`src/design/npp_pkg.sv`:
```
// ----------------------------------------------------------------------------
// npp_pkg
// Shared constants and helpers of the nearest-palette 4bpp packer.
// ----------------------------------------------------------------------------
package npp_pkg;

  localparam int unsigned PaletteEntries = 16;
  localparam int unsigned MaxWidth       = 4096;
  localparam int unsigned RowWidthW      = 13;
  localparam int unsigned ColorW         = 24;
  localparam int unsigned IndexW         = 4;
  localparam int unsigned DistW          = 18;

  localparam logic OpPalette = 1'b0;
  localparam logic OpPixel   = 1'b1;

  localparam logic [RowWidthW-1:0] RowWidthReset = 13'd1;
  localparam logic [1:0]           AddrRowWidth  = 2'd0;

  function automatic logic [ColorW-1:0] grey_default(input logic [IndexW-1:0] idx);
    logic [ColorW-1:0] c;
    unique case (idx)
      4'd4:    c = 24'h010101;
      4'd11:   c = 24'h6E6E6E;
      4'd12:   c = 24'h959595;
      4'd13:   c = 24'hB4B4B4;
      4'd14:   c = 24'hCFCFCF;
      4'd15:   c = 24'hFFFFFF;
      default: c = 24'h000000;
    endcase
    return c;
  endfunction

  typedef struct packed {
    logic start;
    logic load_pal;
  } npp_cmd_t;

  typedef struct packed {
    logic                  done;
    logic [IndexW-1:0]     best;
  } npp_sts_t;

endpackage

```
`src/design/nearest_palette_4bpp_packer.sv`:
```
// Flow: an accepted pixel is searched one palette entry per cycle, then its
// packed word and any padding words are emitted, each held by output stalls.
// A new pixel or palette write is taken only while idle with no word pending.
// Reset: row position cleared, row_width = 1, palette reads as the default grey
// table until entries are rewritten.
// ----------------------------------------------------------------------------
// nearest_palette_4bpp_packer
// Nearest-color 16-entry palette quantizer with 4bpp row packing and padding.
// ----------------------------------------------------------------------------
module nearest_palette_4bpp_packer #(
  parameter int unsigned PALETTE_ENTRIES = npp_pkg::PaletteEntries,
  parameter int unsigned MAX_WIDTH       = npp_pkg::MaxWidth
) (
  input  logic        clk_i,
  input  logic        rst_ni,
  input  logic        psel,
  input  logic        penable,
  input  logic        pwrite,
  input  logic [1:0]  paddr,
  input  logic [31:0] pwdata,
  output logic [31:0] prdata,
  output logic        pready,
  input  logic        s_axis_tvalid,
  output logic        s_axis_tready,
  // entry_index, entry_color, red, green, blue (bit 0 up)
  input  logic [55:0] s_axis_tdata,
  // op
  input  logic        s_axis_tuser,
  output logic        m_axis_tvalid,
  input  logic        m_axis_tready,
  // packed_byte
  output logic [7:0]  m_axis_tdata,
  output logic        m_axis_tlast
);

  logic [npp_pkg::RowWidthW-1:0] row_width_q;
  npp_pkg::npp_cmd_t             cmd;
  npp_pkg::npp_sts_t             sts;

  assign pready = 1'b1;
  assign prdata = (paddr == npp_pkg::AddrRowWidth) ? 32'(row_width_q) : 32'h0;

  always_ff @(posedge clk_i or negedge rst_ni) begin
    if (!rst_ni) begin
      row_width_q <= npp_pkg::RowWidthReset;
    end else if (psel && penable && pwrite && paddr == npp_pkg::AddrRowWidth) begin
      row_width_q <= pwdata[npp_pkg::RowWidthW-1:0];
    end
  end

  npp_search #(.PALETTE_ENTRIES(PALETTE_ENTRIES)) u_search (
    .clk_i, .rst_ni,
    .cmd_i      (cmd),
    .wr_index_i (s_axis_tdata[3:0]),
    .wr_color_i (s_axis_tdata[27:4]),
    .red_i      (s_axis_tdata[35:28]),
    .green_i    (s_axis_tdata[43:36]),
    .blue_i     (s_axis_tdata[51:44]),
    .sts_o      (sts)
  );

  npp_ctrl #(.MAX_WIDTH(MAX_WIDTH)) u_ctrl (
    .clk_i, .rst_ni,
    .in_valid_i  (s_axis_tvalid),
    .in_ready_o  (s_axis_tready),
    .op_i        (s_axis_tuser),
    .row_width_i (row_width_q),
    .cmd_o       (cmd),
    .sts_i       (sts),
    .out_valid_o (m_axis_tvalid),
    .out_ready_i (m_axis_tready),
    .out_byte_o  (m_axis_tdata),
    .out_last_o  (m_axis_tlast)
  );

`ifndef SYNTHESIS
  a_no_accept_while_out: assert property (@(posedge clk_i) disable iff (!rst_ni)
    m_axis_tvalid |-> !s_axis_tready) else $error("input taken while word pending");
  a_cmd_excl: assert property (@(posedge clk_i) disable iff (!rst_ni)
    !(cmd.start && cmd.load_pal)) else $error("start and palette load together");
  a_done_after_start: assert property (@(posedge clk_i) disable iff (!rst_ni)
    sts.done |-> !s_axis_tready) else $error("search done while idle");
`endif

endmodule

```
`src/design/npp_search.sv`:
```
// ----------------------------------------------------------------------------
// npp_search
// Palette store and iterative nearest-entry search, one entry per cycle.
// ----------------------------------------------------------------------------
module npp_search #(
  parameter int unsigned PALETTE_ENTRIES = npp_pkg::PaletteEntries
) (
  input  logic                          clk_i,
  input  logic                          rst_ni,
  input  npp_pkg::npp_cmd_t             cmd_i,
  input  logic [npp_pkg::IndexW-1:0]    wr_index_i,
  input  logic [npp_pkg::ColorW-1:0]    wr_color_i,
  input  logic [7:0]                    red_i,
  input  logic [7:0]                    green_i,
  input  logic [7:0]                    blue_i,
  output npp_pkg::npp_sts_t             sts_o
);

  localparam int unsigned N = 16;

  logic [N-1:0]                 valid_q;
  logic [npp_pkg::ColorW-1:0]   pal_q [N];
  logic [7:0]                   r_q, g_q, b_q;
  logic [npp_pkg::IndexW-1:0]   cnt_q;
  logic                         busy_q;
  logic [npp_pkg::DistW-1:0]    best_dist_q;
  logic [npp_pkg::IndexW-1:0]   best_q;
  logic                         done_q;
  logic [npp_pkg::ColorW-1:0]   c;
  logic [8:0]                   dr, dg, db;
  logic [7:0]                   ar, ag, ab;
  logic [npp_pkg::DistW-1:0]    cur_dist;
  logic                         last;

  always_comb begin
    c    = valid_q[cnt_q] ? pal_q[cnt_q] : npp_pkg::grey_default(cnt_q);
    dr   = {1'b0, r_q} - {1'b0, c[23:16]};
    dg   = {1'b0, g_q} - {1'b0, c[15:8]};
    db   = {1'b0, b_q} - {1'b0, c[7:0]};
    ar   = dr[8] ? 8'(-dr) : dr[7:0];
    ag   = dg[8] ? 8'(-dg) : dg[7:0];
    ab   = db[8] ? 8'(-db) : db[7:0];
    cur_dist = npp_pkg::DistW'(16'(ar * ar)) + npp_pkg::DistW'(16'(ag * ag))
             + npp_pkg::DistW'(16'(ab * ab));
    last = (cnt_q == npp_pkg::IndexW'(PALETTE_ENTRIES - 1));
  end

  always_ff @(posedge clk_i) begin
    if (cmd_i.load_pal) begin
      pal_q[wr_index_i] <= wr_color_i;
    end
    if (cmd_i.start) begin
      r_q <= red_i;
      g_q <= green_i;
      b_q <= blue_i;
    end
  end

  always_ff @(posedge clk_i or negedge rst_ni) begin
    if (!rst_ni) begin
      valid_q     <= '0;
      cnt_q       <= '0;
      busy_q      <= 1'b0;
      best_dist_q <= '1;
      best_q      <= '0;
      done_q      <= 1'b0;
    end else begin
      done_q <= 1'b0;
      if (cmd_i.load_pal) begin
        valid_q[wr_index_i] <= 1'b1;
      end
      if (cmd_i.start) begin
        busy_q      <= 1'b1;
        cnt_q       <= '0;
        best_dist_q <= '1;
        best_q      <= '0;
      end else if (busy_q) begin
        if (cnt_q == '0 || cur_dist < best_dist_q) begin
          best_dist_q <= cur_dist;
          best_q      <= cnt_q;
        end
        if (last) begin
          busy_q <= 1'b0;
          done_q <= 1'b1;
        end else begin
          cnt_q <= cnt_q + 1'b1;
        end
      end
    end
  end

  assign sts_o.done = done_q;
  assign sts_o.best = best_q;

endmodule

```
`src/design/npp_ctrl.sv`:
```
// ----------------------------------------------------------------------------
// npp_ctrl
// Controller: input handshake, row tracking, byte packing and padding.
// ----------------------------------------------------------------------------
module npp_ctrl #(
  parameter int unsigned MAX_WIDTH = npp_pkg::MaxWidth
) (
  input  logic                           clk_i,
  input  logic                           rst_ni,
  input  logic                           in_valid_i,
  output logic                           in_ready_o,
  input  logic                           op_i,
  input  logic [npp_pkg::RowWidthW-1:0]  row_width_i,
  output npp_pkg::npp_cmd_t              cmd_o,
  input  npp_pkg::npp_sts_t              sts_i,
  output logic                           out_valid_o,
  input  logic                           out_ready_i,
  output logic [7:0]                     out_byte_o,
  output logic                           out_last_o
);

  localparam int unsigned ColW = $clog2(MAX_WIDTH) + 1;

  typedef enum logic [1:0] {
    StIdle,
    StSearch,
    StEmit
  } state_e;

  state_e             state_q;
  logic [ColW-1:0]    col_q;
  logic [3:0]         held_q;
  logic [1:0]         phase_q;
  logic [2:0]         left_q;
  logic [7:0]         byte_q;
  logic               last_q;
  logic               ov_q;
  logic [ColW-1:0]    w;
  logic               eor;
  logic               emit;
  logic [1:0]         ph1;
  logic [1:0]         pads;
  logic [2:0]         total;
  logic [7:0]         first;

  always_comb begin
    priority if (row_width_i == '0) begin
      w = ColW'(1);
    end else if (32'(row_width_i) > MAX_WIDTH) begin
      w = ColW'(MAX_WIDTH);
    end else begin
      w = ColW'(row_width_i);
    end
    eor   = (32'(col_q) + 1 >= 32'(w));
    emit  = col_q[0] || eor;
    ph1   = emit ? phase_q + 2'd1 : phase_q;
    pads  = eor ? 2'(3'd4 - {1'b0, ph1}) : 2'd0;
    total = {2'b0, emit} + {1'b0, pads};
    first = col_q[0] ? {held_q, sts_i.best} : (emit ? {sts_i.best, 4'h0} : 8'h00);
  end

  assign in_ready_o = (state_q == StIdle) && !ov_q;
  assign cmd_o.load_pal = in_valid_i && in_ready_o && (op_i == npp_pkg::OpPalette);
  assign cmd_o.start    = in_valid_i && in_ready_o && (op_i == npp_pkg::OpPixel);
  assign out_valid_o = ov_q;
  assign out_byte_o  = byte_q;
  assign out_last_o  = last_q;

  always_ff @(posedge clk_i or negedge rst_ni) begin
    if (!rst_ni) begin
      state_q <= StIdle;
      col_q   <= '0;
      held_q  <= '0;
      phase_q <= '0;
      left_q  <= '0;
      byte_q  <= '0;
      last_q  <= 1'b0;
      ov_q    <= 1'b0;
    end else begin
      unique case (state_q)
        StIdle: begin
          if (cmd_o.start) begin
            state_q <= StSearch;
          end
        end
        StSearch: begin
          if (sts_i.done) begin
            if (eor) begin
              col_q   <= '0;
              held_q  <= '0;
              phase_q <= '0;
            end else begin
              col_q   <= col_q + 1'b1;
              phase_q <= ph1;
              if (!col_q[0]) begin
                held_q <= sts_i.best;
              end
            end
            if (total == 3'd0) begin
              state_q <= StIdle;
            end else begin
              byte_q  <= first;
              last_q  <= (total == 3'd1) && eor;
              ov_q    <= 1'b1;
              left_q  <= total - 3'd1;
              state_q <= StEmit;
            end
          end
        end
        StEmit: begin
          if (!ov_q || out_ready_i) begin
            if (left_q == 3'd0) begin
              ov_q    <= 1'b0;
              state_q <= StIdle;
            end else begin
              byte_q <= 8'h00;
              last_q <= (left_q == 3'd1);
              ov_q   <= 1'b1;
              left_q <= left_q - 3'd1;
            end
          end
        end
        default: state_q <= StIdle;
      endcase
    end
  end

endmodule
```
`config.mk`:
```
export PLATFORM = sky130hd
export DESIGN_NAME = nearest_palette_4bpp_packer
export DESIGN_NICKNAME = d
export VERILOG_FILES = /design/src/design/npp_pkg.sv /design/src/design/nearest_palette_4bpp_packer.sv /design/src/design/npp_search.sv /design/src/design/npp_ctrl.sv
export SDC_FILE = /design/constraint.sdc
export NUM_CORES = 1
export LEC_CHECK = 0
export ABC_AREA = 0
export BUFFER_PORTS_ARGS = -buffer_cell sky130_fd_sc_hd__buf_2
export CELL_PAD_IN_SITES_DETAIL_PLACEMENT = 1
export CELL_PAD_IN_SITES_GLOBAL_PLACEMENT = 2
export CORE_MARGIN = 2
export CORE_UTILIZATION = 45
export CTS_CLUSTER_DIAMETER = 120
export DETAILED_ROUTE_END_ITERATION = 8
export GPL_ROUTABILITY_DRIVEN = 0
export MAX_ROUTING_LAYER = met4
export PLACE_DENSITY = 0.79
export SYNTH_ARGS = -nofsm -noshare
export SYNTH_HDL_FRONTEND = slang
export SYNTH_SLANG_ARGS = --single-unit
```
`constraint.sdc`:
```
create_clock -name clk_i -period 16.69 [get_ports clk_i]
set_input_delay 0.8345 -clock clk_i [delete_from_list [all_inputs] [get_ports clk_i]]
set_output_delay 0.8345 -clock clk_i [all_outputs]
set_load 0.03 [all_outputs]
```
# After elaboration in Yosys (flattened, before gate mapping)
# Memory sizes are Yosys's and may differ from the RTL's.
# Index checks and enable logic that the tools add are counted.
# classes
add_sub_neg	16
n_mul	3
order_cmp	6
n_eq_ne	18
n_mux	63
bitwise	2
n_reduce_logical	29
# op_table
cell	n
one-hot mux 24 bit (6 select lines)	1
2-to-1 mux 8 bit	9
2-to-1 mux 18 bit	3
2-to-1 mux 13 bit	4
multiplier 8 x 8 -> 16 bit	3
greater-or-equal comparator 32 x 13 -> 1 bit	1
2-to-1 mux 4 bit	8
subtractor 8 x 8 -> 9 bit	3
2-to-1 mux 24 bit	1
negator 8 bit	3
== test 4 bit, second input constant	5
adder 18 x 16 -> 18 bit	1
< comparator 18 bit	1
2-to-1 mux 1 bit	18
adder 16 x 16 -> 17 bit	1
2-to-1 mux 2 bit	8
bitwise OR 16 bit	1
one-hot mux 8 bit (2 select lines)	1
adder 13 x 1 -> 14 bit, second input constant	1
adder 13 x 1 -> 13 bit, second input constant	1
> comparator 13 bit, second input constant	1
logical NOT 13 bit	1
2-to-1 mux 3 bit	4
!= test 2 bit, second input constant	6
other kinds (29)	51
# totals
regBits	115
ram_bits	384
in_bits	98
output_inout_bits	44
n_memories	1
# memory_table
memory	words	width	rd	rd_clocked_by_memory_dff	wr	line	text
u_search.pal_q	16	24	1	0	1	npp_search.sv:22	logic [npp_pkg::ColorW-1:0] pal_q [N];

# Longest topological paths before layout
# Gate-level depths: netlist (run 1).
# logic_depth
ltp_word	14
mapped_depth	62
mapped_depth_nobuf	57

# Hierarchy
# A second synthesis (run 1) with hierarchy kept.
# hier_totals
cells_unflattened	1989
area_unflattened_um2	28031.9
# modules_own_cells
module	n_inst	cells_each	area_per_inst_um2	seq_area_each_um2
npp_search	1	1666	24892.6	13375.3
npp_ctrl	1	258	2343.5	850.8
nearest_palette_4bpp_packer	1	65	795.8	326.6

# Worst setup path before layout (run 1)
# No wires, ideal clock.
# synth_timing
path_type	flip-flop to flip-flop
from	reg u_search.cnt_q[0] (netlist bit)
to	reg u_search.best_q[2] (netlist bit)
setup_time_ps	170
t_arrival_ps	12890
setup_slack_ps	3630
stages_incl_launch_ff	57
path_buffers	4
synth_period_minus_slack_ps	13060
cell_sequence	dfrtp_1 buf_6 buf_6 buf_2 mux4_2 mux4_2 inv_1 a21boi_0 ha_1 inv_1 fa_1 a211oi_1 nor3b_1 o21ai_1 a211oi_4 nor2_1 xor2_1 inv_1 [21 not listed] inv_1 ha_1 o21ai_0 o21ai_0 a21oi_1 o31ai_1 a21oi_1 xnor2_1 ha_1 a21oi_1 nor2b_1 o21ai_0 nand2b_1 a211oi_1 o31ai_1 buf_2 mux2i_1 nor2_1
# synth_via
elab_chain_cells	13
# synth_lines
item	line	text
start, declared	npp_search.sv:24	logic [npp_pkg::IndexW-1:0] cnt_q;
start signal, assigned	npp_search.sv:86	cnt_q <= cnt_q + 1'b1;
binary-select mux 1 bit (select 4 bit) (tied with other cells)	npp_search.sv:36	c = valid_q[cnt_q] ? pal_q[cnt_q] : npp_pkg::grey_default(cnt_q);
2-to-1 mux 1 bit (not written as such) / one-hot mux 24 bit (6 select lines) (equally long branches)	npp_search.sv:36, npp_pkg.sv:22	
2-to-1 mux 24 bit	npp_search.sv:36	
subtractor 8 x 8 -> 9 bit, on equally long branches	npp_search.sv:37, npp_search.sv:38	
negator 8 bit, on equally long branches	npp_search.sv:40, npp_search.sv:41	
2-to-1 mux 8 bit, on equally long branches	npp_search.sv:40, npp_search.sv:41	
multiplier 8 x 8 -> 16 bit	npp_search.sv:43	cur_dist = npp_pkg::DistW'(16'(ar * ar)) + npp_pkg::DistW'(16'(ag * ag))
adder 16 x 16 -> 17 bit	npp_search.sv:43	
adder 18 x 16 -> 18 bit	npp_search.sv:44	+ npp_pkg::DistW'(16'(ab * ab));
< comparator 18 bit	npp_search.sv:78	if (cnt_q == '0 || cur_dist < best_dist_q) begin
logical OR 1 bit (*)	npp_search.sv:78	
nonzero test 2 bit (no source line) (*)	n/a	
AND reduction 2 bit (no source line) (*)	n/a	
end signal, assigned	npp_search.sv:80	best_q <= cnt_q;
end, declared	npp_search.sv:27	logic [npp_pkg::IndexW-1:0] best_q;
# Every way passes the cells marked *; elsewhere a longest branch is shown, timed or not. The select of a mux whose other input is x is not followed.
# A chain may end at the register's enable or synchronous reset.

# Final worst setup path (run 1)
# layout_timing
from	reg u_search.cnt_q[0] (netlist bit)
to	reg u_search.best_dist_q[4] (netlist bit)
# layout_via
elab_chain_cells	13
# layout_lines
item	line	text
binary-select mux 1 bit (select 4 bit) (tied with other cells)	npp_search.sv:36	
2-to-1 mux 1 bit (not written as such) / one-hot mux 24 bit (6 select lines) (equally long branches)	npp_search.sv:36, npp_pkg.sv:22	
2-to-1 mux 24 bit	npp_search.sv:36	
subtractor 8 x 8 -> 9 bit, on equally long branches	npp_search.sv:37, npp_search.sv:38	
negator 8 bit, on equally long branches	npp_search.sv:40, npp_search.sv:41	
2-to-1 mux 8 bit, on equally long branches	npp_search.sv:40, npp_search.sv:41	
multiplier 8 x 8 -> 16 bit	npp_search.sv:43	
adder 16 x 16 -> 17 bit	npp_search.sv:43	
adder 18 x 16 -> 18 bit	npp_search.sv:44	
< comparator 18 bit	npp_search.sv:78	
logical OR 1 bit	npp_search.sv:78	
nonzero test 2 bit (no source line)	n/a	
AND reduction 2 bit (no source line)	n/a	
end signal, assigned	npp_search.sv:79	best_dist_q <= cur_dist;
end, declared	npp_search.sv:26	logic [npp_pkg::DistW-1:0] best_dist_q;
# Several ways; a longest one is shown, not always the timed one. The select of a mux whose other input is x is not followed.

==> metrics.md, run 1 <==
| Metric | Value |
|---|---|
| Quantity of I/O buffers inserted on ports | `98` |
| Max Clk Rate | `0.0654 GHz` |
| Number of design rule violations left after detail routing | `0` |
| Number of buffers created by CTS | `52` |
| Maximum root-to-sink buffer count | `3` |
| Number of filler instances in the final layout | `6,031` |
| Util after Layout | `50.7%` |
| Worst clock skew | `0.0161 ns` |
| Async SR Flop Fraction | `18.2%` |
| Die extent in x | `253 µm` |
| Layout Nets | `2,513` |
| Final period util | `91.6%` |
| Num Clock Sinks | `499` |
| Clock insertion delay at the later pin of the skew report | `0.61 ns` |
| Max incr delay on CP | `0.76 ns` |
| Signal arrival time at the worst endpoint | `15.80 ns` |
| Global-route wire length before repair | `103,000 µm` |
| Synth Register Bits | `499` |
| R2R Path End | `u_search.best_dist_q[4]$_DFFE_PN1P_` |
| Count of placed standard cells in the final layout, fillers left out | `2,966` |
| Synthesized area per cell | `13.9 µm²` |
| CTS clock-pin slew for the worst setup and hold paths | `0.06 ns` |
| CP endpoint kind | `flip-flop` |
| I/O pins | `142` |
| Number of global-route vias before repair | `17.9k` |
| Via density | `5.50` |
| Sum of routed wire length over all layers | `65,400 µm` |
| Setup TNS Final | `0 ns` |
| Worst hold path type | `in -> async` |
| Type of origin of the critical path | `flip-flop` |
| Number of warnings issued by yosys | `0` |
| Starting Density | `45.3%` |
| Proportion of netlist area held by the largest area contributor | `44.1%` |
| Count of mapped cells out of synthesis | `1,994` |
| Wire length per cell after detailed routing | `22.0 µm` |
| Via total after detailed routing | `16.3k` |
| All-Layer GR Usage | `21.9%` |
| Slowest-stage cell, CP | `sky130_fd_sc_hd__dfrtp_4` |
| Area growth syn-to-layout | `12.0%` |
| Gr ovfl total | `0` |
| Min Tclk post-route | `15.28 ns` |
| Depth of the worst register-to-register path | `55` |
| Cells taking the most area after synthesis | `sky130_fd_sc_hd__edfxtp_1, sky130_fd_sc_hd__mux4_2, sky130_fd_sc_hd__fa_1` |
| Cell type with the highest aggregate area in the netlist | `sky130_fd_sc_hd__edfxtp_1` |
| Cell row count | `91` |
| Post_cts resized | `0` |
| EDFF count, synth | `408` |
| Setup repair after global routing missed its margin | `no` |
| Slew of the pin with the lowest slew margin | `1.20 ns` |
| Portion of the post-synthesis area used by sequential elements | `52.3%` |
| Post-Synthesis Cell Area | `0.0278 mm²` |
| Library cell appearing most often on the critical path | `sky130_fd_sc_hd__fa_1` |
| Slack of the worst reg-to-reg path | `1.41 ns` |
| Post-DRT Antenna Nets | `0` |
| Max Fanout on Critical Path | `34` |
| Clk root buf | `sky130_fd_sc_hd__clkbuf_16` |
| Number of hold buffers added after CTS | `0` |
| Distinct cell type count after synthesis | `77` |
| Setup violators final | `0` |
| Startpoint of the lowest-slack register-to-register path | `u_search.cnt_q[0]$_DFFE_PN0P_` |
| Detailed-routing iteration count for the pre-antenna-repair pass | `5` |
| Chip Height | `253 µm` |
| Buffers inserted during post-CTS setup optimization | `0` |
| Initial antenna violation count | `4` |
| Initial DRC Count | `998` |
| Hold Fails Final Rpt | `0` |
| Fraction of layout cells with a size suffix above 1 | `20.3%` |
| Number of max-cap violations | `0` |
| Status | `completed` |
| Area of the die | `0.0638 mm²` |
| Level count of the clock H-tree | `2` |
| Pin count of the biggest net entering global routing | `48` |
| Critical path start-end classification | `reg -> reg` |
| CP required | `17.21 ns` |
| Commonest register cell after synthesis | `sky130_fd_sc_hd__edfxtp_1` |
| Floorplan Core Area | `0.0614 mm²` |
| Clock tree from TritonCTS | `done` |
| Final max-slew violation count | `0` |
| Placed cell count | `2,865` |
| Post-DP HPWL | `43,800 µm` |
| Worst max-slew margin expressed relative to the limit | `20.0%` |
## cells by family (layout without fill, tap and decap cells)
logic type               count (synthesis)  after routing  synth area share (%)
flip-flops                             499            499                  52.3
AND/OR/NAND/NOR                        422            422                  7.21
buffers and inverters                  308            468                  4.56
adder cells (fa/ha/maj)                286            286                  16.0
AO/OA/AOI/OAI                          229            229                  5.38
multiplexers                           172            172                  11.9
XOR/XNOR                                76             76                  2.58
other                                    2             24                0.0270
## cell usage after synthesis (all sizes together), types with 17 or more instances
library cell	n
mux2i	33
dfstp	19
dfrtp	72
ha	169
nor2	152
a21oi	75
edfxtp	408
fa	117
nand2b	23
a21o	18
o21ai	48
buf	43
clkbuf	28
xnor2	51
inv	237
xor2	25
nand2	101
and2	17
nor3	21
mux4	125
or2	26
nand3	25
## state kept, by name, summed over array words and instances, names as in the netlist, 2 cells and up
register	flops
row_width_q	13
u_ctrl.col_q	13
u_ctrl.held_q	4
u_ctrl.left_q	3
u_ctrl.out_byte_o	8
u_ctrl.phase_q	2
u_ctrl.state_q	2
u_search.b_q	8
u_search.best_dist_q	18
u_search.best_q	4
u_search.cnt_q	4
u_search.g_q	8
u_search.pal_q	384
u_search.r_q	8
u_search.valid_q	16
## stage by stage
step                hold WS [ns]  instance area [µm²]  setup slack, ns
CTS                        0.244                31100             1.06
detailed placement         0.455                29300             1.14
global route               0.276                31100           0.0306
finish                     0.255                31100             1.41
floorplan                  0.434                27900             3.63
global placement           0.446                29300             1.42
## placed cells by master, fill, tap and decap left out, drive strengths merged, types with 18 or more instances in the layout
master	count
fa	117
a21o	18
dfstp	19
o21ai	48
mux2i	33
xor2	25
xnor2	51
clkinv	22
clkbuf	64
buf	134
inv	239
nor2	152
dfrtp	72
nand2b	23
nand3	25
conb	20
edfxtp	408
nand2	101
nor3	21
or2	26
ha	169
a21oi	75
mux4	125
## critical path, delay by kind of cell, from the launching register on
kind / cells / cell delay (ns)
adders and majority gates: 16 / 6.78
xor gates and xnor gates: 4 / 1.08
muxes: 1 / 0.18
and+or+nand+nor: 8 / 1.16
DFF: 1 / 0.76
buffers and inverters: 10 / 1.55
AOI/OAI and AO/OA: 16 / 3.60
## how the worst max path moves through the flow
stage / cells past startpoint / from / slack [ns] / to
finish: 55 / u_search.cnt_q[0]$_DFFE_PN0P_ / 1.41 / u_search.best_dist_q[4]$_DFFE_PN1P_
global route: 55 / u_search.cnt_q[0]$_DFFE_PN0P_ / 0.03 / u_search.best_dist_q[16]$_DFFE_PN1P_
CTS: 55 / u_search.cnt_q[0]$_DFFE_PN0P_ / 1.06 / u_search.best_dist_q[16]$_DFFE_PN1P_
detailed placement: 55 / u_search.cnt_q[0]$_DFFE_PN0P_ / 1.14 / u_search.best_dist_q[1]$_DFFE_PN1P_
global placement: 55 / u_search.cnt_q[0]$_DFFE_PN0P_ / 1.42 / u_search.best_dist_q[4]$_DFFE_PN1P_
floorplan: 56 / u_search.cnt_q[0]$_DFFE_PN0P_ / 3.63 / u_search.best_q[2]$_DFFE_PN0P_
## layout make-up
cell class	instances	area [µm²]	share of cell area [%]
clock inverter	33	402	1.29
antenna	4	10.0	0.0321
inverter	237	890	2.86
multi-input combinational	1205	12100	38.9
timing repair buffer	134	763	2.45
sequential	499	14600	46.8
tap	790	988	3.17
clock buffer	64	1400	4.49
## routing by layer
| layer | vias up | routed length [µm] | track usage [%] |
|---|---|---|---|
| met5 | - | 0 | - |
| met4 | 0 | 1790 | 6.71 |
| met3 | 110 | 2520 | 2.77 |
| met2 | 303 | 34000 | 37.5 |
| met1 | 8492 | 27000 | 27.3 |
| li1 | 7420 | - | - |
Power of run 1 is not shown: default switching activity piles up to over one toggle a cycle in this logic, so the estimate is an artifact.
==> run 2: changes to the inputs <==
--- a/config.mk
+++ b/config.mk
@@ -7,9 +7,10 @@
 export LEC_CHECK = 0
 export ABC_AREA = 0
 export BUFFER_PORTS_ARGS = -buffer_cell sky130_fd_sc_hd__buf_2
+export CAP_MARGIN = 20
 export CELL_PAD_IN_SITES_DETAIL_PLACEMENT = 1
 export CELL_PAD_IN_SITES_GLOBAL_PLACEMENT = 2
-export CORE_MARGIN = 2
+export CORE_MARGIN = 3
 export CORE_UTILIZATION = 45
 export CTS_CLUSTER_DIAMETER = 120
 export DETAILED_ROUTE_END_ITERATION = 8
==> run 2 against run 1 <==
Compared with the run above: setup slack worse by 0.11 ns; critical path type unchanged; non-clock buffer count is 5 higher; highest routed layer unchanged; cell area is 0.66% lower.
==> metrics.md, run 2 (synthesized netlist as in run 1, its figures left out) <==
| Metric | Value |
|---|---|
| Final max-slew violation count | `0 (unchanged)` |
| Library cell appearing most often on the critical path | `sky130_fd_sc_hd__fa_1` |
| Initial antenna violation count | `4 (unchanged)` |
| Via density | `5.47 (-0.53%)` |
| Number of global-route vias before repair | `17.5k (-1.9%)` |
| Starting Density | `45.8% (+0.50 points)` |
| Post-DRT Antenna Nets | `0 (unchanged)` |
| Setup repair after global routing missed its margin | `no` |
| Number of flip-flops in the largest register | `384 (unchanged)` |
| Worst setup slack before clock tree synthesis | `1.10 ns (-0.0355 ns)` |
| Buffers inserted during post-CTS setup optimization | `0 (unchanged)` |
| Quantity of I/O buffers inserted on ports | `98 (unchanged)` |
| Setup TNS Final | `0 ns (unchanged)` |
| Layout Nets | `2,517 (+0.16%)` |
| Post-DP HPWL | `44,600 µm (+1.8%)` |
| Most common cell after layout, fill and taps aside | `sky130_fd_sc_hd__edfxtp_1` |
| Clock tree from TritonCTS | `done` |
| Min Tclk post-route | `15.39 ns (+0.110 ns)` |
| Gr ovfl total | `0 (unchanged)` |
| CTS clock-pin slew for the worst setup and hold paths | `0.06 ns (about the same)` |
| Critical path start-end classification | `reg -> reg` |
| Max Fanout on Critical Path | `42 (+24%)` |
| Level count of the clock H-tree | `2 (unchanged)` |
| Max incr delay on CP | `0.84 ns (+0.08 ns)` |
| I/O pins | `142 (unchanged)` |
| Status | `completed` |
| Type of origin of the critical path | `flip-flop` |
| Fin worst setup slack | `1.30 ns (-0.110 ns)` |
| Post_cts resized | `0 (unchanged)` |
| Sum of routed wire length over all layers | `65,400 µm (about the same)` |
| Most flop-heavy register | `u_search.pal_q` |
| Number of design rule violations left after detail routing | `0 (unchanged)` |
| Signal arrival time at the worst endpoint | `15.86 ns (+0.06 ns)` |
| CP required | `17.15 ns (-0.06 ns)` |
| Via total after detailed routing | `16.2k (-0.86%)` |
| Global-route wire length before repair | `102,000 µm (-1.1%)` |
| CP endpoint kind | `flip-flop` |
| Worst max-slew margin expressed relative to the limit | `39.5% (+19 points)` |
| Clk root buf | `sky130_fd_sc_hd__clkbuf_16` |
| Detailed-routing iteration count for the pre-antenna-repair pass | `5 (unchanged)` |
| Floorplan Core Area | `0.0607 mm² (-1.1%)` |
| Setup violators final | `0 (unchanged)` |
| Chip Height | `255 µm (+0.79%)` |
| Slowest-stage cell, CP | `sky130_fd_sc_hd__dfrtp_4` |
| Clock insertion delay at the later pin of the skew report | `0.60 ns (about the same)` |
| Initial DRC Count | `1,085 (+8.7%)` |
| Largest registers | `u_search.pal_q (384), u_search.best_dist_q (18), u_search.valid_q (16)` |
| Wire length per cell after detailed routing | `22.1 µm (+0.41%)` |
| All-Layer GR Usage | `21.3% (-0.64 points)` |
| Worst hold path type | `in -> async` |
| Commonest cells after routing, fill and taps aside | `sky130_fd_sc_hd__edfxtp_1, sky130_fd_sc_hd__inv_1, sky130_fd_sc_hd__ha_1, sky130_fd_sc_hd__nor2_1, sky130_fd_sc_hd__mux4_2` |
| Max Clk Rate | `0.0650 GHz (-0.72%)` |
| Util after Layout | `51.0% (+0.22 points)` |
| Worst clock skew | `0.0105 ns (-0.00558 ns)` |
| Final period util | `92.2% (+0.66 points)` |
| Die extent in x | `255 µm (+0.79%)` |
| Area of the die | `0.0648 mm² (+1.6%)` |
| Num Clock Sinks | `499 (unchanged)` |
| Pin count of the biggest net entering global routing | `68 (+42%)` |
| Number of max-cap violations | `0 (unchanged)` |
| Maximum root-to-sink buffer count | `3 (unchanged)` |
| Hold Fails Final Rpt | `0 (unchanged)` |
| Slew of the pin with the lowest slew margin | `0.907 ns (-0.290 ns)` |
| Number of buffers created by CTS | `51 (-1.9%)` |
| Final hold slack | `0.143 ns (-0.112 ns)` |
| Number of hold buffers added after CTS | `0 (unchanged)` |
| Area growth syn-to-layout | `11.2%` |
| Cell row count | `90 (-1.1%)` |
| Fraction of layout cells with a size suffix above 1 | `20.3% (unchanged)` |
run 2: cell count changes in the layout (fill, tap and decap cells not counted), moves of 2 or more:
cell	delta
sky130_fd_sc_hd__clkbuf_16	-2
sky130_fd_sc_hd__diode_2	-2
sky130_fd_sc_hd__clkbuf_8	+3
sky130_fd_sc_hd__inv_16	+2
sky130_fd_sc_hd__buf_4	+5
sky130_fd_sc_hd__clkinv_1	-7
sky130_fd_sc_hd__clkbuf_1	+7
sky130_fd_sc_hd__bufinv_16	-7
run 2: final timing paths:
kind / from / endpoint / slack [ns] / cells after the start
hold reg to reg: u_search.valid_q[0]$_DFFE_PN0P_ / u_search.valid_q[0]$_DFFE_PN0P_ / 0.46 / 1
hold / removal: rst_ni / u_search.valid_q[4]$_DFFE_PN0P_ / 0.14 / 1
setup / recovery: u_search.cnt_q[0]$_DFFE_PN0P_ / u_search.best_q[2]$_DFFE_PN0P_ / 1.30 / 51
setup reg to reg: u_search.cnt_q[0]$_DFFE_PN0P_ / u_search.best_q[2]$_DFFE_PN0P_ / 1.30 / 51
min in group clk_i: s_axis_tdata[38] / u_search.g_q[2]$_DFFE_PP_ / 0.42 / 1
max in group asynchronous: rst_ni / row_width_q[12]$_DFFE_PN0P_ / 15.33 / 2
run 2: worst max-delay path: cells and delay by family, from the launching register on:
family / cells / cell delay [ns]
adders and majority gates: 14 / 6.03
AOI/OAI and AO/OA: 13 / 3.19
buffers and inverters: 10 / 1.76
muxes: 3 / 1.41
and+or+nand+nor: 7 / 1.16
DFF: 1 / 0.84
xor gates and xnor gates: 4 / 0.78
run 2: metal layers:
layer / global-route usage [%] / part of all wire (%)
met5: - / 0
met3: 3.17 / 4.3
met2: 36.6 / 52
met1: 26.5 / 41
met4: 5.36 / 2.4
run 2: final cells by class:
type,instances,area (µm²)
Fill cell,5948,29800
Sequential cell,499,14600
Multi-Input combinational cell,1205,12100
Clock buffer,72,1420
Tap cell,782,978
Inverter,237,890
Timing Repair Buffer,139,801
Clock inverter,20,160
Antenna cell,2,5.00
run 2: stage by stage:
step / instance area (µm²) / std cells
after CTS: 30900 / 2954
after floorplan: 27900 / 2012
after global routing: 30900 / 2956
after global placement: 29300 / 2862
final: 30900 / 2956
after detailed placement: 29300 / 2862
Power of run 2 is left out for the same reason.
==> run 3: changes to the inputs <==
--- a/config.mk
+++ b/config.mk
@@ -8,15 +8,13 @@
 export ABC_AREA = 0
 export BUFFER_PORTS_ARGS = -buffer_cell sky130_fd_sc_hd__buf_2
 export CAP_MARGIN = 20
-export CELL_PAD_IN_SITES_DETAIL_PLACEMENT = 1
-export CELL_PAD_IN_SITES_GLOBAL_PLACEMENT = 2
 export CORE_MARGIN = 3
-export CORE_UTILIZATION = 45
+export CORE_UTILIZATION = 50
 export CTS_CLUSTER_DIAMETER = 120
 export DETAILED_ROUTE_END_ITERATION = 8
 export GPL_ROUTABILITY_DRIVEN = 0
 export MAX_ROUTING_LAYER = met4
-export PLACE_DENSITY = 0.79
+export PLACE_DENSITY = 0.65
 export SYNTH_ARGS = -nofsm -noshare
 export SYNTH_HDL_FRONTEND = slang
 export SYNTH_SLANG_ARGS = --single-unit
==> run 3 against run 2 <==
Compared with the run above: critical endpoint is now u_search.best_dist_q[14]$_DFFE_PN1P_; utilization is 5.9 points higher; critical path depth up 3; final cell count down 1.9%; first-iteration DRC count is 20% higher; sequential cell count stayed put; global-route usage rose by 0.73 points; largest cell class unchanged; register-to-register slack worse by 0.04 ns; wire length decreased by 6.3%; fmax decreased by 0.26%.
==> metrics.md, run 3 (synthesized netlist as in run 1, its figures left out) <==
| Metric | Value |
|---|---|
| Status | `completed` |
| Max Fanout on Critical Path | `79 (+88%)` |
| Global-route wire length before repair | `96,500 µm (-5.1%)` |
| Clk root buf | `sky130_fd_sc_hd__clkbuf_16` |
| Area growth syn-to-layout | `11.3% (about the same)` |
| Via total after detailed routing | `16.1k (-0.43%)` |
| Final max-slew violation count | `0 (unchanged)` |
| Depth of the worst register-to-register path | `54 (+5.9%)` |
| Initial DRC Count | `1,301 (+20%)` |
| Most flop-heavy register | `u_search.pal_q` |
| Crit path capture | `u_search.best_dist_q[14]$_DFFE_PN1P_` |
| Number of flip-flops in the largest register | `384 (unchanged)` |
| Slew of the pin with the lowest slew margin | `1.12 ns (+0.218 ns)` |
| Via density | `5.56 (+1.5%)` |
| Slack of the worst reg-to-reg path | `1.25 ns (-0.04 ns)` |
| Largest registers | `u_search.pal_q (384), u_search.best_dist_q (18), u_search.valid_q (16)` |
| Total number of cells along the worst setup path | `54 (+5.9%)` |
| Critical path start-end classification | `reg -> reg` |
| Setup repair after global routing missed its margin | `no` |
| Final period util | `92.5% (+0.24 points)` |
| Detailed-routing iteration count for the pre-antenna-repair pass | `5 (unchanged)` |
| Layout Nets | `2,502 (-0.60%)` |
| Worst max-slew margin expressed relative to the limit | `24.8% (-15 points)` |
| Kind of cell adding the most delay to the critical path | `adder cells` |
| Slowest-stage cell, CP | `sky130_fd_sc_hd__dfrtp_4` |
| Design Area, Final | `0.0310 mm² (about the same)` |
| Util after Layout | `56.8% (+5.9 points)` |
| Most common cell after layout, fill and taps aside | `sky130_fd_sc_hd__edfxtp_1` |
| Level count of the clock H-tree | `2 (unchanged)` |
| Quantity of I/O buffers inserted on ports | `98 (unchanged)` |
| Startpoint of the lowest-slack register-to-register path | `u_search.cnt_q[0]$_DFFE_PN0P_` |
| Chip Height | `242 µm (-5.0%)` |
| Worst clock skew | `0.0187 ns (+0.00818 ns)` |
| Sum of routed wire length over all layers | `61,300 µm (-6.3%)` |
| Gr ovfl total | `0 (unchanged)` |
| Origin of the worst setup path | `u_search.cnt_q[0]$_DFFE_PN0P_` |
| Floorplan Core Area | `0.0545 mm² (-10%)` |
| Number of filler instances in the final layout | `4,407 (-26%)` |
| I/O pins | `142 (unchanged)` |
| Cell row count | `85 (-5.6%)` |
| Post_cts resized | `0 (unchanged)` |
| Number of hold buffers added after CTS | `0 (unchanged)` |
| Worst hold path type | `in -> async` |
| Buffers inserted during post-CTS setup optimization | `0 (unchanged)` |
| Number of buffers created by CTS | `50 (-2.0%)` |
| Die extent in x | `242 µm (-5.0%)` |
| CP required | `17.21 ns (+0.06 ns)` |
| Max incr delay on CP | `0.78 ns (-0.06 ns)` |
| Commonest cells after routing, fill and taps aside | `sky130_fd_sc_hd__edfxtp_1, sky130_fd_sc_hd__inv_1, sky130_fd_sc_hd__ha_1, sky130_fd_sc_hd__nor2_1, sky130_fd_sc_hd__mux4_2` |
| Min Tclk post-route | `15.44 ns (+0.0405 ns)` |
| Post-DP HPWL | `40,800 µm (-8.6%)` |
| Hold Fails Final Rpt | `0 (unchanged)` |
| Signal arrival time at the worst endpoint | `15.96 ns (+0.10 ns)` |
| Clock insertion delay at the later pin of the skew report | `0.59 ns (about the same)` |
| Maximum root-to-sink buffer count | `3 (unchanged)` |
| Starting Density | `51.1% (+5.3 points)` |
| Clock tree from TritonCTS | `done` |
| Wire length per cell after detailed routing | `21.1 µm (-4.5%)` |
| Count of buffering cells on the critical path with inverters included | `11 (+1)` |
| Setup TNS Final | `0 ns (unchanged)` |
| Post-placement cell area | `0.0292 mm² (-0.42%)` |
| Library cell appearing most often on the critical path | `sky130_fd_sc_hd__fa_1` |
| Pin count of the biggest net entering global routing | `80 (+18%)` |
| Setup violators final | `0 (unchanged)` |
| Number of max-cap violations | `0 (unchanged)` |
| Initial antenna violation count | `2 (-2)` |
| Area of the die | `0.0585 mm² (-9.8%)` |
| Number of design rule violations left after detail routing | `0 (unchanged)` |
| R2R Path End | `u_search.best_dist_q[14]$_DFFE_PN1P_` |
| Number of global-route vias before repair | `16.8k (-4.0%)` |
| Post-DRT Antenna Nets | `0 (unchanged)` |
| Num Clock Sinks | `499 (unchanged)` |
| CTS clock-pin slew for the worst setup and hold paths | `0.06 ns (about the same)` |
| Fraction of layout cells with a size suffix above 1 | `19.5% (-0.80 points)` |
| Max Clk Rate | `0.0648 GHz (-0.26%)` |
| CP endpoint kind | `flip-flop` |
| Type of origin of the critical path | `flip-flop` |
| All-Layer GR Usage | `22.0% (+0.73 points)` |
==> run 3: changes by cell type in the layout (fill, tap and decap cells not counted), sizes merged <==
cell      change
diode         -1
buf          -14
bufinv        +4
inv           -1
clkinv        +1
clkbuf        -4
clkinvlp      +1
==> run 3: area by class of cell <==
type / instances / area, µm² / area share (%)
multi-input combinational: 1205 / 12200 / 39.3
tap: 739 / 925 / 2.99
antenna: 1 / 2.50 / 0.00808
sequential: 499 / 14600 / 47.0
timing repair buffer: 125 / 781 / 2.52
inverter: 237 / 890 / 2.87
clock buffer: 68 / 1350 / 4.36
clock inverter: 25 / 265 / 0.857
==> run 3: through the flow <==
step | instances | worst slack [ns] | hold WS [ns]
after floorplan | 2012 | 3.63 | 0.434
after global placement | 2799 | 1.36 | 0.445
after detailed placement | 2800 | 1.27 | 0.452
after CTS | 2893 | 1.19 | 0.174
after global routing | 2899 | 0.164 | 0.190
final | 2899 | 1.25 | 0.190
==> run 3: worst min-delay path by stage <==
stage | startpoint | end | slack (ns) | depth (start not counted)
finish | rst_ni | u_ctrl.col_q[12]$_DFFE_PN0P_ | 0.19 | 1
global route | rst_ni | u_ctrl.col_q[12]$_DFFE_PN0P_ | 0.19 | 1
floorplan | u_search.valid_q[10]$_DFFE_PN0P_ | u_search.valid_q[10]$_DFFE_PN0P_ | 0.43 | 1
global placement | u_search.valid_q[2]$_DFFE_PN0P_ | u_search.valid_q[2]$_DFFE_PN0P_ | 0.45 | 1
CTS | rst_ni | u_ctrl.col_q[12]$_DFFE_PN0P_ | 0.17 | 1
detailed placement | u_search.valid_q[10]$_DFFE_PN0P_ | u_search.valid_q[10]$_DFFE_PN0P_ | 0.45 | 1
==> run 3: metal layers <==
layer | routed length, µm | GRT usage (%) | vias up
met4 | 1130 | 4.92 | 0
met3 | 2630 | 2.76 | 76
met1 | 26100 | 28.5 | 8293
met5 | 0 | - | -
met2 | 31500 | 37.5 | 336
li1 | - | - | 7410
Power of run 3 is left out for the same reason.
